--- config.mk ---
export PLATFORM = sky130hd
export DESIGN_NAME = circle_octant_point_generator_top_flat
export DESIGN_NICKNAME = d
export VERILOG_FILES = /design/src/design/cog_pkg.sv /design/src/design/cog_ifs.sv /design/src/design/cog_datapath.sv /design/src/design/cog_controller.sv /design/src/design/circle_octant_point_generator_top.sv /design/src/flat_wrapper.sv
export SDC_FILE = /design/constraint.sdc
export NUM_CORES = 1
export LEC_CHECK = 0
export ABC_AREA = 1
export ABC_CLOCK_PERIOD_IN_PS = 4900
export BUFFER_PORTS_ARGS = -buffer_cell sky130_fd_sc_hd__clkbuf_2
export CAP_MARGIN = 25
export CORE_MARGIN = 5
export CORE_UTILIZATION = 55
export CTS_CLUSTER_DIAMETER = 60
export DETAILED_ROUTE_END_ITERATION = 16
export PLACE_DENSITY = 0.76
export SETUP_SLACK_MARGIN = 0.5
export SLEW_MARGIN = 30
export SYNTH_ARGS = -nofsm -noshare
export SYNTH_HDL_FRONTEND = slang
export SYNTH_SLANG_ARGS = --single-unit
--- constraint.sdc ---
create_clock -name clock -period 4.9 [get_ports clock]
set_input_delay 0.98 -clock clock [delete_from_list [all_inputs] [get_ports clock]]
set_output_delay 0.98 -clock clock [all_outputs]
set_load 0.05 [all_outputs]
--- src/design/cog_pkg.sv ---
// ---------------------------------------------------------------------------
// cog_pkg: shared definitions for the circle octant point generator
// Widths, command codes, decision constants, the controller/datapath
// command and status structs, and the octant point mapping.
// ---------------------------------------------------------------------------
package cog_pkg;

   // Default widths of the coordinate and radius fields.
   localparam int COORD_BITS_DEF  = 12;
   localparam int RADIUS_BITS_DEF = 11;

   // Width of the midpoint decision value.
   localparam int DEC_BITS = 16;

   // Request command codes.
   localparam logic CMD_START = 1'b0;
   localparam logic CMD_STEP  = 1'b1;

   // Decision constants: d0 = 3 - 2r, d += 4x + 6, or d += 4(x - y) + 10.
   localparam int DEC_INIT     = 3;
   localparam int DEC_INC_AXIS = 6;
   localparam int DEC_INC_DIAG = 10;

   // Eight symmetric points are produced for every step.
   localparam int NUM_POINTS = 8;
   localparam int SEL_BITS   = $clog2(NUM_POINTS);
   localparam logic [SEL_BITS-1:0] SEL_FIRST = '0;
   localparam logic [SEL_BITS-1:0] SEL_LAST  = SEL_BITS'(NUM_POINTS - 1);

   // Commands from the controller to the datapath.
   typedef struct packed {
      logic                start;       // Load centre, offsets and decision.
      logic                step;        // Apply one midpoint update.
      logic                emit_point;  // Register one octant point.
      logic                emit_done;   // Register the done-only result.
      logic                finish;      // Clear the running flag.
      logic [SEL_BITS-1:0] sel;         // Which of the eight points.
   } cog_cmd_type;

   // Status from the datapath to the controller.
   typedef struct packed {
      logic running;   // A circle is loaded and not yet finished.
      logic past_end;  // The x offset has passed the y offset.
   } cog_status_type;

   // How one octant point is formed from the offsets.
   typedef struct packed {
      logic swap;   // Column takes y and row takes x.
      logic neg_h;  // Column offset is subtracted.
      logic neg_v;  // Row offset is subtracted.
   } cog_map_type;

   // Point order: (+x,-y) (+y,+x) (+x,+y) (-y,+x) (-y,-x) (-x,-y) (-x,+y) (+y,-x).
   function automatic cog_map_type point_map(input logic [SEL_BITS-1:0] sel);
      cog_map_type m;
      case (sel)
         3'd0:    m = '{swap: 1'b0, neg_h: 1'b0, neg_v: 1'b1};
         3'd1:    m = '{swap: 1'b1, neg_h: 1'b0, neg_v: 1'b0};
         3'd2:    m = '{swap: 1'b0, neg_h: 1'b0, neg_v: 1'b0};
         3'd3:    m = '{swap: 1'b1, neg_h: 1'b1, neg_v: 1'b0};
         3'd4:    m = '{swap: 1'b1, neg_h: 1'b1, neg_v: 1'b1};
         3'd5:    m = '{swap: 1'b0, neg_h: 1'b1, neg_v: 1'b1};
         3'd6:    m = '{swap: 1'b0, neg_h: 1'b1, neg_v: 1'b0};
         default: m = '{swap: 1'b1, neg_h: 1'b0, neg_v: 1'b1};
      endcase
      return m;
   endfunction

endpackage

--- src/design/cog_ifs.sv ---
// ---------------------------------------------------------------------------
// cog_req_if / cog_rsp_if: request and response channels
// Valid/ready channels; a transfer happens on a rising clock edge where
// valid and ready are both high.
// ---------------------------------------------------------------------------
interface cog_req_if #(
   parameter int COORD_BITS  = cog_pkg::COORD_BITS_DEF,
   parameter int RADIUS_BITS = cog_pkg::RADIUS_BITS_DEF
);
   import cog_pkg::*;

   logic                   valid;
   logic                   ready;
   logic                   command;
   logic [COORD_BITS-1:0]  center_x;
   logic [COORD_BITS-1:0]  center_y;
   logic [RADIUS_BITS-1:0] radius;

   modport source (output valid, output command, output center_x, output center_y,
                   output radius, input ready);
   modport sink   (input valid, input command, input center_x, input center_y,
                   input radius, output ready);
endinterface

interface cog_rsp_if #(
   parameter int COORD_BITS = cog_pkg::COORD_BITS_DEF
);
   import cog_pkg::*;

   logic                        valid;
   logic                        ready;
   logic signed [COORD_BITS+1:0] point_x;
   logic signed [COORD_BITS+1:0] point_y;
   logic                        point_valid;
   logic                        last;
   logic                        done_res;

   modport source (output valid, output point_x, output point_y, output point_valid,
                   output last, output done_res, input ready);
   modport sink   (input valid, input point_x, input point_y, input point_valid,
                   input last, input done_res, output ready);
endinterface

--- src/design/cog_datapath.sv ---
// ---------------------------------------------------------------------------
// cog_datapath: circle state, midpoint update and point output register
// Holds the centre, the two offsets and the decision value, applies one
// midpoint update per step, and forms one octant point per command.
// ---------------------------------------------------------------------------
module cog_datapath #(
   parameter int COORD_BITS  = cog_pkg::COORD_BITS_DEF,
   parameter int RADIUS_BITS = cog_pkg::RADIUS_BITS_DEF
) (
   input  logic                         clock,
   input  logic                         reset,
   input  cog_pkg::cog_cmd_type         cmd,
   output cog_pkg::cog_status_type      status,
   input  logic [COORD_BITS-1:0]        center_x,
   input  logic [COORD_BITS-1:0]        center_y,
   input  logic [RADIUS_BITS-1:0]       radius,
   output logic signed [COORD_BITS+1:0] point_x,
   output logic signed [COORD_BITS+1:0] point_y,
   output logic                         point_valid,
   output logic                         last,
   output logic                         done_res
);
   import cog_pkg::*;

   localparam int OUT_BITS = COORD_BITS + 2;

   // Circle state.
   logic        [COORD_BITS-1:0] cx_ff, cx_in;
   logic        [COORD_BITS-1:0] cy_ff, cy_in;
   logic signed [COORD_BITS-1:0] a_ff, a_in;
   logic signed [COORD_BITS-1:0] b_ff, b_in;
   logic signed [DEC_BITS-1:0]   d_ff, d_in;
   logic                         running_ff, running_in;

   // Output register.
   logic signed [OUT_BITS-1:0] px_ff, px_in;
   logic signed [OUT_BITS-1:0] py_ff, py_in;
   logic                       pv_ff, pv_in;
   logic                       last_ff, last_in;
   logic                       done_ff, done_in;

   logic signed [DEC_BITS-1:0] a_ext;
   logic signed [DEC_BITS-1:0] b_ext;
   logic signed [DEC_BITS-1:0] d_start;
   logic signed [DEC_BITS-1:0] d_axis;
   logic signed [DEC_BITS-1:0] d_diag;
   cog_map_type                map;
   logic signed [OUT_BITS-1:0] cx_ext, cy_ext;
   logic signed [OUT_BITS-1:0] off_h, off_v;
   logic signed [OUT_BITS-1:0] pt_x, pt_y;

   // Decision arithmetic wraps to the decision width.
   assign a_ext   = DEC_BITS'(a_ff);
   assign b_ext   = DEC_BITS'(b_ff);
   assign d_start = DEC_BITS'(DEC_INIT) - (DEC_BITS'(radius) << 1);
   assign d_axis  = d_ff + (a_ext <<< 2) + DEC_BITS'(DEC_INC_AXIS);
   assign d_diag  = d_ff + ((a_ext - b_ext) <<< 2) + DEC_BITS'(DEC_INC_DIAG);

   // Octant point for the selected slot, wrapping to the output width.
   assign map    = point_map(cmd.sel);
   assign cx_ext = OUT_BITS'(cx_ff);
   assign cy_ext = OUT_BITS'(cy_ff);
   assign off_h  = map.swap ? OUT_BITS'(b_ff) : OUT_BITS'(a_ff);
   assign off_v  = map.swap ? OUT_BITS'(a_ff) : OUT_BITS'(b_ff);
   assign pt_x   = map.neg_h ? (cx_ext - off_h) : (cx_ext + off_h);
   assign pt_y   = map.neg_v ? (cy_ext - off_v) : (cy_ext + off_v);

   // Next state of the circle registers.
   always_comb begin
      cx_in      = cx_ff;
      cy_in      = cy_ff;
      a_in       = a_ff;
      b_in       = b_ff;
      d_in       = d_ff;
      running_in = running_ff;
      if (cmd.start) begin
         cx_in      = center_x;
         cy_in      = center_y;
         a_in       = '0;
         b_in       = COORD_BITS'(radius);
         d_in       = d_start;
         running_in = 1'b1;
      end else if (cmd.step) begin
         a_in = a_ff + COORD_BITS'(1);
         if (d_ff < 0) begin
            d_in = d_axis;
         end else begin
            d_in = d_diag;
            b_in = b_ff - COORD_BITS'(1);
         end
      end else if (cmd.finish) begin
         running_in = 1'b0;
      end
   end

   // Next value of the output register.
   always_comb begin
      px_in   = px_ff;
      py_in   = py_ff;
      pv_in   = pv_ff;
      last_in = last_ff;
      done_in = done_ff;
      if (cmd.emit_point) begin
         px_in   = pt_x;
         py_in   = pt_y;
         pv_in   = 1'b1;
         last_in = (cmd.sel == SEL_LAST);
         done_in = status.past_end;
      end else if (cmd.emit_done) begin
         px_in   = '0;
         py_in   = '0;
         pv_in   = 1'b0;
         last_in = 1'b1;
         done_in = 1'b1;
      end
   end

   // Circle state registers.
   always_ff @(posedge clock) begin
      if (reset) begin
         cx_ff      <= '0;
         cy_ff      <= '0;
         a_ff       <= '0;
         b_ff       <= '0;
         d_ff       <= '0;
         running_ff <= 1'b0;
      end else begin
         cx_ff      <= cx_in;
         cy_ff      <= cy_in;
         a_ff       <= a_in;
         b_ff       <= b_in;
         d_ff       <= d_in;
         running_ff <= running_in;
      end
   end

   // Output payload register; validity lives in the controller.
   always_ff @(posedge clock) begin
      px_ff   <= px_in;
      py_ff   <= py_in;
      pv_ff   <= pv_in;
      last_ff <= last_in;
      done_ff <= done_in;
   end

   assign status.running  = running_ff;
   assign status.past_end = (a_ff > b_ff);

   assign point_x     = px_ff;
   assign point_y     = py_ff;
   assign point_valid = pv_ff;
   assign last        = last_ff;
   assign done_res    = done_ff;

endmodule

--- src/design/cog_controller.sv ---
// ---------------------------------------------------------------------------
// cog_controller: request handling and point sequencing
// Accepts requests, decides between start, step and done, and walks the
// eight point slots into the output register, one per free cycle.
// ---------------------------------------------------------------------------
module cog_controller (
   input  logic                    clock,
   input  logic                    reset,
   input  logic                    req_valid,
   input  logic                    req_command,
   output logic                    req_ready,
   output logic                    rsp_valid,
   input  logic                    rsp_ready,
   input  cog_pkg::cog_status_type status,
   output cog_pkg::cog_cmd_type    cmd
);
   import cog_pkg::*;

   localparam logic ST_IDLE = 1'b0;
   localparam logic ST_EMIT = 1'b1;

   logic                state_ff, state_in;
   logic [SEL_BITS-1:0] sel_ff, sel_in;
   logic                valid_ff, valid_in;

   logic out_free;
   logic req_xfer;
   logic step_xfer;
   logic done_case;

   // The output register can load when empty or being drained.
   assign out_free  = !valid_ff || rsp_ready;
   assign req_ready = (state_ff == ST_IDLE) && out_free;
   assign req_xfer  = req_valid && req_ready;
   assign step_xfer = req_xfer && (req_command == CMD_STEP);
   assign done_case = step_xfer && (!status.running || status.past_end);

   // Datapath commands.
   assign cmd.start      = req_xfer && (req_command == CMD_START);
   assign cmd.step       = step_xfer && !done_case;
   assign cmd.emit_done  = done_case;
   assign cmd.finish     = done_case;
   assign cmd.emit_point = (state_ff == ST_EMIT) && out_free;
   assign cmd.sel        = sel_ff;

   // State, slot counter and output valid.
   always_comb begin
      state_in = state_ff;
      sel_in   = sel_ff;
      unique case (state_ff)
         ST_IDLE: begin
            if (cmd.step) begin
               state_in = ST_EMIT;
               sel_in   = SEL_FIRST;
            end
         end
         ST_EMIT: begin
            if (cmd.emit_point) begin
               sel_in = sel_ff + SEL_BITS'(1);
               if (sel_ff == SEL_LAST) begin
                  state_in = ST_IDLE;
               end
            end
         end
         default: begin
            state_in = ST_IDLE;
         end
      endcase

      if (cmd.emit_point || cmd.emit_done) begin
         valid_in = 1'b1;
      end else if (rsp_ready) begin
         valid_in = 1'b0;
      end else begin
         valid_in = valid_ff;
      end
   end

   always_ff @(posedge clock) begin
      if (reset) begin
         state_ff <= ST_IDLE;
         sel_ff   <= SEL_FIRST;
         valid_ff <= 1'b0;
      end else begin
         state_ff <= state_in;
         sel_ff   <= sel_in;
         valid_ff <= valid_in;
      end
   end

   assign rsp_valid = valid_ff;

   // A point and a done result are never loaded in the same cycle.
   a_emit_exclusive: assert property (@(posedge clock) disable iff (reset)
      !(cmd.emit_point && cmd.emit_done))
      else $error("point and done result loaded together");

   // No request is taken while points of a step are still being sent.
   a_no_accept_in_emit: assert property (@(posedge clock) disable iff (reset)
      (state_ff == ST_EMIT) |-> !req_ready)
      else $error("request accepted during point sequence");

   // A step always starts its sequence at the first slot.
   a_step_starts_seq: assert property (@(posedge clock) disable iff (reset)
      cmd.step |=> (state_ff == ST_EMIT) && (sel_ff == SEL_FIRST))
      else $error("step did not start the point sequence");

   // Slots advance by one per loaded point.
   a_slot_advance: assert property (@(posedge clock) disable iff (reset)
      (cmd.emit_point && (sel_ff != SEL_LAST)) |=>
         (state_ff == ST_EMIT) && (sel_ff == $past(sel_ff) + SEL_BITS'(1)))
      else $error("point slot skipped or repeated");

endmodule

--- src/design/circle_octant_point_generator_top.sv ---
// ---------------------------------------------------------------------------
// circle_octant_point_generator_top: midpoint circle point generator
// Draws a circle one octant step at a time and streams the eight symmetric
// pixels of each step on the response channel.
// ---------------------------------------------------------------------------
// A start request (command 0) loads centre and radius and gives no response.
// A step request (command 1) is taken when the block is idle and its output
// register is free; it updates the offsets in that cycle and then sends eight
// points, one per cycle while rsp ready is high, the eighth marked last. All
// eight points pass through the single output register fed by one column and
// one row adder. A step after the circle has finished, or before any start,
// gives one done-only response instead.
module circle_octant_point_generator_top #(
   parameter int COORD_BITS  = cog_pkg::COORD_BITS_DEF,
   parameter int RADIUS_BITS = cog_pkg::RADIUS_BITS_DEF
) (
   input logic       clock,
   input logic       reset,
   cog_req_if.sink   req_ch,
   cog_rsp_if.source rsp_ch
);
   import cog_pkg::*;

   cog_cmd_type    cmd;
   cog_status_type status;

   // Sequencing of requests and results.
   cog_controller u_ctrl (
      .clock       (clock),
      .reset       (reset),
      .req_valid   (req_ch.valid),
      .req_command (req_ch.command),
      .req_ready   (req_ch.ready),
      .rsp_valid   (rsp_ch.valid),
      .rsp_ready   (rsp_ch.ready),
      .status      (status),
      .cmd         (cmd)
   );

   // Circle state, arithmetic and output payload.
   cog_datapath #(
      .COORD_BITS  (COORD_BITS),
      .RADIUS_BITS (RADIUS_BITS)
   ) u_dp (
      .clock       (clock),
      .reset       (reset),
      .cmd         (cmd),
      .status      (status),
      .center_x    (req_ch.center_x),
      .center_y    (req_ch.center_y),
      .radius      (req_ch.radius),
      .point_x     (rsp_ch.point_x),
      .point_y     (rsp_ch.point_y),
      .point_valid (rsp_ch.point_valid),
      .last        (rsp_ch.last),
      .done_res    (rsp_ch.done_res)
   );

endmodule

--- src/flat_wrapper.sv ---
// flat-port wrapper written by rule: the top's interface ports become plain ports
module circle_octant_point_generator_top_flat import cog_pkg::*;
#(
   parameter int COORD_BITS  = cog_pkg::COORD_BITS_DEF,
   parameter int RADIUS_BITS = cog_pkg::RADIUS_BITS_DEF
)
  (clock, reset, req_ch_valid, req_ch_command, req_ch_center_x, req_ch_center_y, req_ch_radius, req_ch_ready, rsp_ch_valid, rsp_ch_point_x, rsp_ch_point_y, rsp_ch_point_valid, rsp_ch_last, rsp_ch_done_res, rsp_ch_ready);
  cog_req_if #(.COORD_BITS(COORD_BITS), .RADIUS_BITS(RADIUS_BITS)) req_ch_i ();
  cog_rsp_if #(.COORD_BITS(COORD_BITS)) rsp_ch_i ();
  input logic clock;
  input logic reset;
  input wire logic [$bits(req_ch_i.valid)-1:0] req_ch_valid;
  input wire logic [$bits(req_ch_i.command)-1:0] req_ch_command;
  input wire logic [$bits(req_ch_i.center_x)-1:0] req_ch_center_x;
  input wire logic [$bits(req_ch_i.center_y)-1:0] req_ch_center_y;
  input wire logic [$bits(req_ch_i.radius)-1:0] req_ch_radius;
  output wire logic [$bits(req_ch_i.ready)-1:0] req_ch_ready;
  output wire logic [$bits(rsp_ch_i.valid)-1:0] rsp_ch_valid;
  output wire logic [$bits(rsp_ch_i.point_x)-1:0] rsp_ch_point_x;
  output wire logic [$bits(rsp_ch_i.point_y)-1:0] rsp_ch_point_y;
  output wire logic [$bits(rsp_ch_i.point_valid)-1:0] rsp_ch_point_valid;
  output wire logic [$bits(rsp_ch_i.last)-1:0] rsp_ch_last;
  output wire logic [$bits(rsp_ch_i.done_res)-1:0] rsp_ch_done_res;
  input wire logic [$bits(rsp_ch_i.ready)-1:0] rsp_ch_ready;
  assign req_ch_i.valid = req_ch_valid;
  assign req_ch_i.command = req_ch_command;
  assign req_ch_i.center_x = req_ch_center_x;
  assign req_ch_i.center_y = req_ch_center_y;
  assign req_ch_i.radius = req_ch_radius;
  assign req_ch_ready = req_ch_i.ready;
  assign rsp_ch_valid = rsp_ch_i.valid;
  assign rsp_ch_point_x = rsp_ch_i.point_x;
  assign rsp_ch_point_y = rsp_ch_i.point_y;
  assign rsp_ch_point_valid = rsp_ch_i.point_valid;
  assign rsp_ch_last = rsp_ch_i.last;
  assign rsp_ch_done_res = rsp_ch_i.done_res;
  assign rsp_ch_i.ready = rsp_ch_ready;
  circle_octant_point_generator_top #(.COORD_BITS(COORD_BITS), .RADIUS_BITS(RADIUS_BITS)) u_core (.clock(clock), .reset(reset), .req_ch(req_ch_i), .rsp_ch(rsp_ch_i));
endmodule
==> reports/results.tsv <==
metric	value	unit
status	finished, final reports clean	
clock root cell	clkbuf_16	
Final ANT Viol Nets	0	
synthesized net count	1454	
switching power	1.53	mW
CP Data Required Time	5190	ps
Most Frequent Cell on Critical Path	nand2_1	
fin crit period	3980	ps
clk_lat worst skew	360	ps
Post-synth top flop	dfxtp_1	
die height	137	microns
top cell type by total area after synthesis	dfxtp_1	
Worst R2R Setup Slack	920	ps
Initial Util	0.559	
Levels on crit path	23	
clock transition at the registers of the reported paths	80	ps
gr ovfl total	0	
kind of critical path	register to register	
share of layout cells above drive strength 1	0.0993	
Post-Syn Area	8840	sq um
Initial DRC Count	714	
Ant. Diodes	0	
Sw Share	0.446	
crit end category	register	
Slew HR	0.534	
worst-path fanout max	7	
most frequent cells in the layout	nand2_1 (277), nor2_1 (153), inv_1 (138), a21oi_1 (130), o21ai_0 (121)	
slowest stage cell, crit path	dfxtp_2	
Yosys top cell area share	0.158	
TritonCTS buffer count	9	
Final Cycle Share	0.812	
Max Root-Sink Buffers	2	
Final GP Congestion	0.924	
core footprint	15800	sq um
Mean Syn Cell Area	6.75	sq um
drt pass-1 iters	6	
Layout area overhead	9.62	%
worst hold slack	448	ps
Setup violations, final	0	
Mapped Cells	1310	
Fin. Hold Viols	0	
crit path launch type	register	
area of the multi-input gates	5840	sq um
Boundary Pins	73	
power density over cell area	355	nW/um^2
number of vias per cell	5.53	
CTS tree	done	
largest net degree at the start of global routing	41	
Max Cap Viol	0	
Reg power frac	0.281	
clk sinks	100	
Comb power frac	0.502	
antenna violations before repair	0	
Port Buf Inserts	72	
routed vias	8764	
Synth area leaders	dfxtp_1 (16%), ha_1 (14%), nand2_1 (12%)	
routed length per instance	14.9	microns
Worst Hold End	u_core.u_dp.point_valid	
drt total wl	23.6	mm
VDD IR max	0.189	mV
# DRC	0	
worst hold start	u_core.u_dp.point_valid	
Pint	1.91	mW
Async S/R FF share, synth	0	
max incr delay on CP	450	ps
Buf+Inv Stages, Crit Path	2	
Post-synth EDFFs	30	
worst r2r path cells	23	
number of global-route vias before repair	7955	
Place WS	718	ps
Worst Tran Pin Value	694	ps
min-delay worst type	register to register	
Seq cells post-synth	100	
Die ar.	18700	sq um
row count	46	
CP Data Arrival Time	4270	ps
Final Skew	14.7	ps
Hold Path Depth	2	
GRT Util Overall	0.258	
final slew viol count	0	
Worst R2R End	u_core.u_dp.d_ff[15]	
FF-to-FF Start	u_core.u_dp.a_ff[0]	
worst-path cell chain	inv_1, ha_1, fa_1, o21ai_1, nand2_1, nand2_1, a21oi_1, inv_1, a31oi_1, xor2_1, ha_1, ha_1, a21oi_1, o21ai_0, a21oi_1, nand2_1, nand2_1, nand2_1, nand2_1, nand3_1, nand2_1, nand2_1, a21oi_1	
clock network power share	0.217	
setup TNS	0	ps
fmax	251	MHz
CP top delay family	adder cells	
Reg area	2300	sq um
post-DP HPWL	18.5	mm
setup repair bufs after CTS	0	
first-pass GRT wire length	38.8	mm
sequential element share of the synthesized area	0.260	
post-synthesis cell type count	46	
NumNets Final	1509	
total number of yosys warnings	0	
commonest non-fill, non-tap cell in the layout	nand2_1	
fillers	1549	
fin worst setup slack	923	ps
Die Width	137	microns
Finished Core Util	0.612	
total chip power	3.44	mW
CTS H-tree lvls	3	
unrepaired setup endpoints after global routing	false	
cell leakage power	4.76	nW
[synth_stat cells, types with 5 or more instances]
master / count
nand3_2: 6
o21a_1: 6
nand3_1: 96
a21o_1: 7
nand2_1: 277
o21ai_1: 7
a21oi_1: 131
xnor2_1: 12
nand4_1: 13
nor2_1: 154
edfxtp_1: 30
buf_2: 6
ha_1: 99
fa_1: 5
inv_1: 138
nor2_2: 7
dfxtp_1: 70
o21bai_1: 5
nor3_1: 11
xor2_1: 31
clkbuf_1: 23
a31oi_1: 6
o21ai_2: 5
o21ai_0: 122
nand2_2: 9
[worst max-delay path by stage]
stage | startpoint | to
3_5_place_dp | u_core.u_dp.a_ff[0] | u_core.u_dp.d_ff[15]
3_3_place_gp | u_core.u_dp.a_ff[0] | u_core.u_dp.d_ff[15]
6_report | u_core.u_dp.a_ff[0] | u_core.u_dp.d_ff[15]
4_1_cts | u_core.u_dp.a_ff[0] | u_core.u_dp.d_ff[15]
2_1_floorplan | u_core.u_dp.a_ff[0] | u_core.u_dp.d_ff[15]
5_1_grt | u_core.u_ctrl.sel_ff[1] | u_core.u_dp.point_x[13]
[through the flow]
step	cells	area, sq um
finish	1586	9690
global route	1586	9690
CTS	1586	9670
detailed placement	1570	9360
global placement	1570	9360
floorplan	1310	8840
[state kept, by name, summed over array words and instances (netlist names)]
register and count:
u_core.u_dp.running_ff 1, u_core.u_dp.cx_ff 12, u_core.u_ctrl.rsp_valid 1, u_core.u_dp.point_x 14
u_core.u_dp.last 1, u_core.u_dp.cy_ff 12, u_core.u_dp.done_res 1, u_core.u_dp.point_y 14
u_core.u_ctrl.sel_ff 3, u_core.u_dp.a_ff 12, u_core.u_dp.b_ff 12, u_core.u_ctrl.state_ff 1
u_core.u_dp.d_ff 15, u_core.u_dp.point_valid 1
[area by class of cell]
class | instances | area share
clock buffers | 10 | 0.0258
clock inverters | 6 | 0.00658
inverters | 141 | 0.0546
multi-input cells | 1033 | 0.602
flip-flops and latches | 100 | 0.238
well taps | 216 | 0.0279
repair buffers | 80 | 0.0450
[worst min-delay path, delay by kind of cell (launching register included)]
kind	cells	cell delay (ps)
AND/OR/NAND/NOR	2	100
flip-flops	1	310
[power by group through the flow]
stage | clock (mW) | combinational, mW | sequential [mW]
2_1_floorplan | 0 | 1.27 | 1.04
3_3_place_gp | 0 | 1.68 | 0.984
3_5_place_dp | 0 | 1.70 | 0.986
4_1_cts | 0.758 | 1.71 | 0.967
5_1_grt | 0.791 | 1.97 | 0.976
6_report | 0.747 | 1.73 | 0.968
[routing by layer]
| layer | up-vias | routed length (microns) | track usage |
|---|---|---|---|
| met5 | - | 0 | 0 |
| met4 | 0 | 654 | 0.0992 |
| met3 | 51 | 1430 | 0.0335 |
| met2 | 290 | 10900 | 0.424 |
| met1 | 3915 | 10700 | 0.346 |
| li1 | 4508 | - | - |
[kinds of logic (layout without fill, tap and decap cells)]
group           count (synthesis)  in the layout  share of synthesized area
buf+inv                       177            237                     0.0816
xor+xnor                       43             43                     0.0426
flops                         100            100                      0.260
simple gates                  585            585                      0.281
compound gates                301            301                      0.183
fa+ha+maj                     104            104                      0.151
[timing repair]
action / CTS / global route
hold buffers: 0 / 0
gates resized for setup: 0 / 6
setup endpoints to repair: 0 / 12
Note: power is estimated with default switching activity, not from simulation.
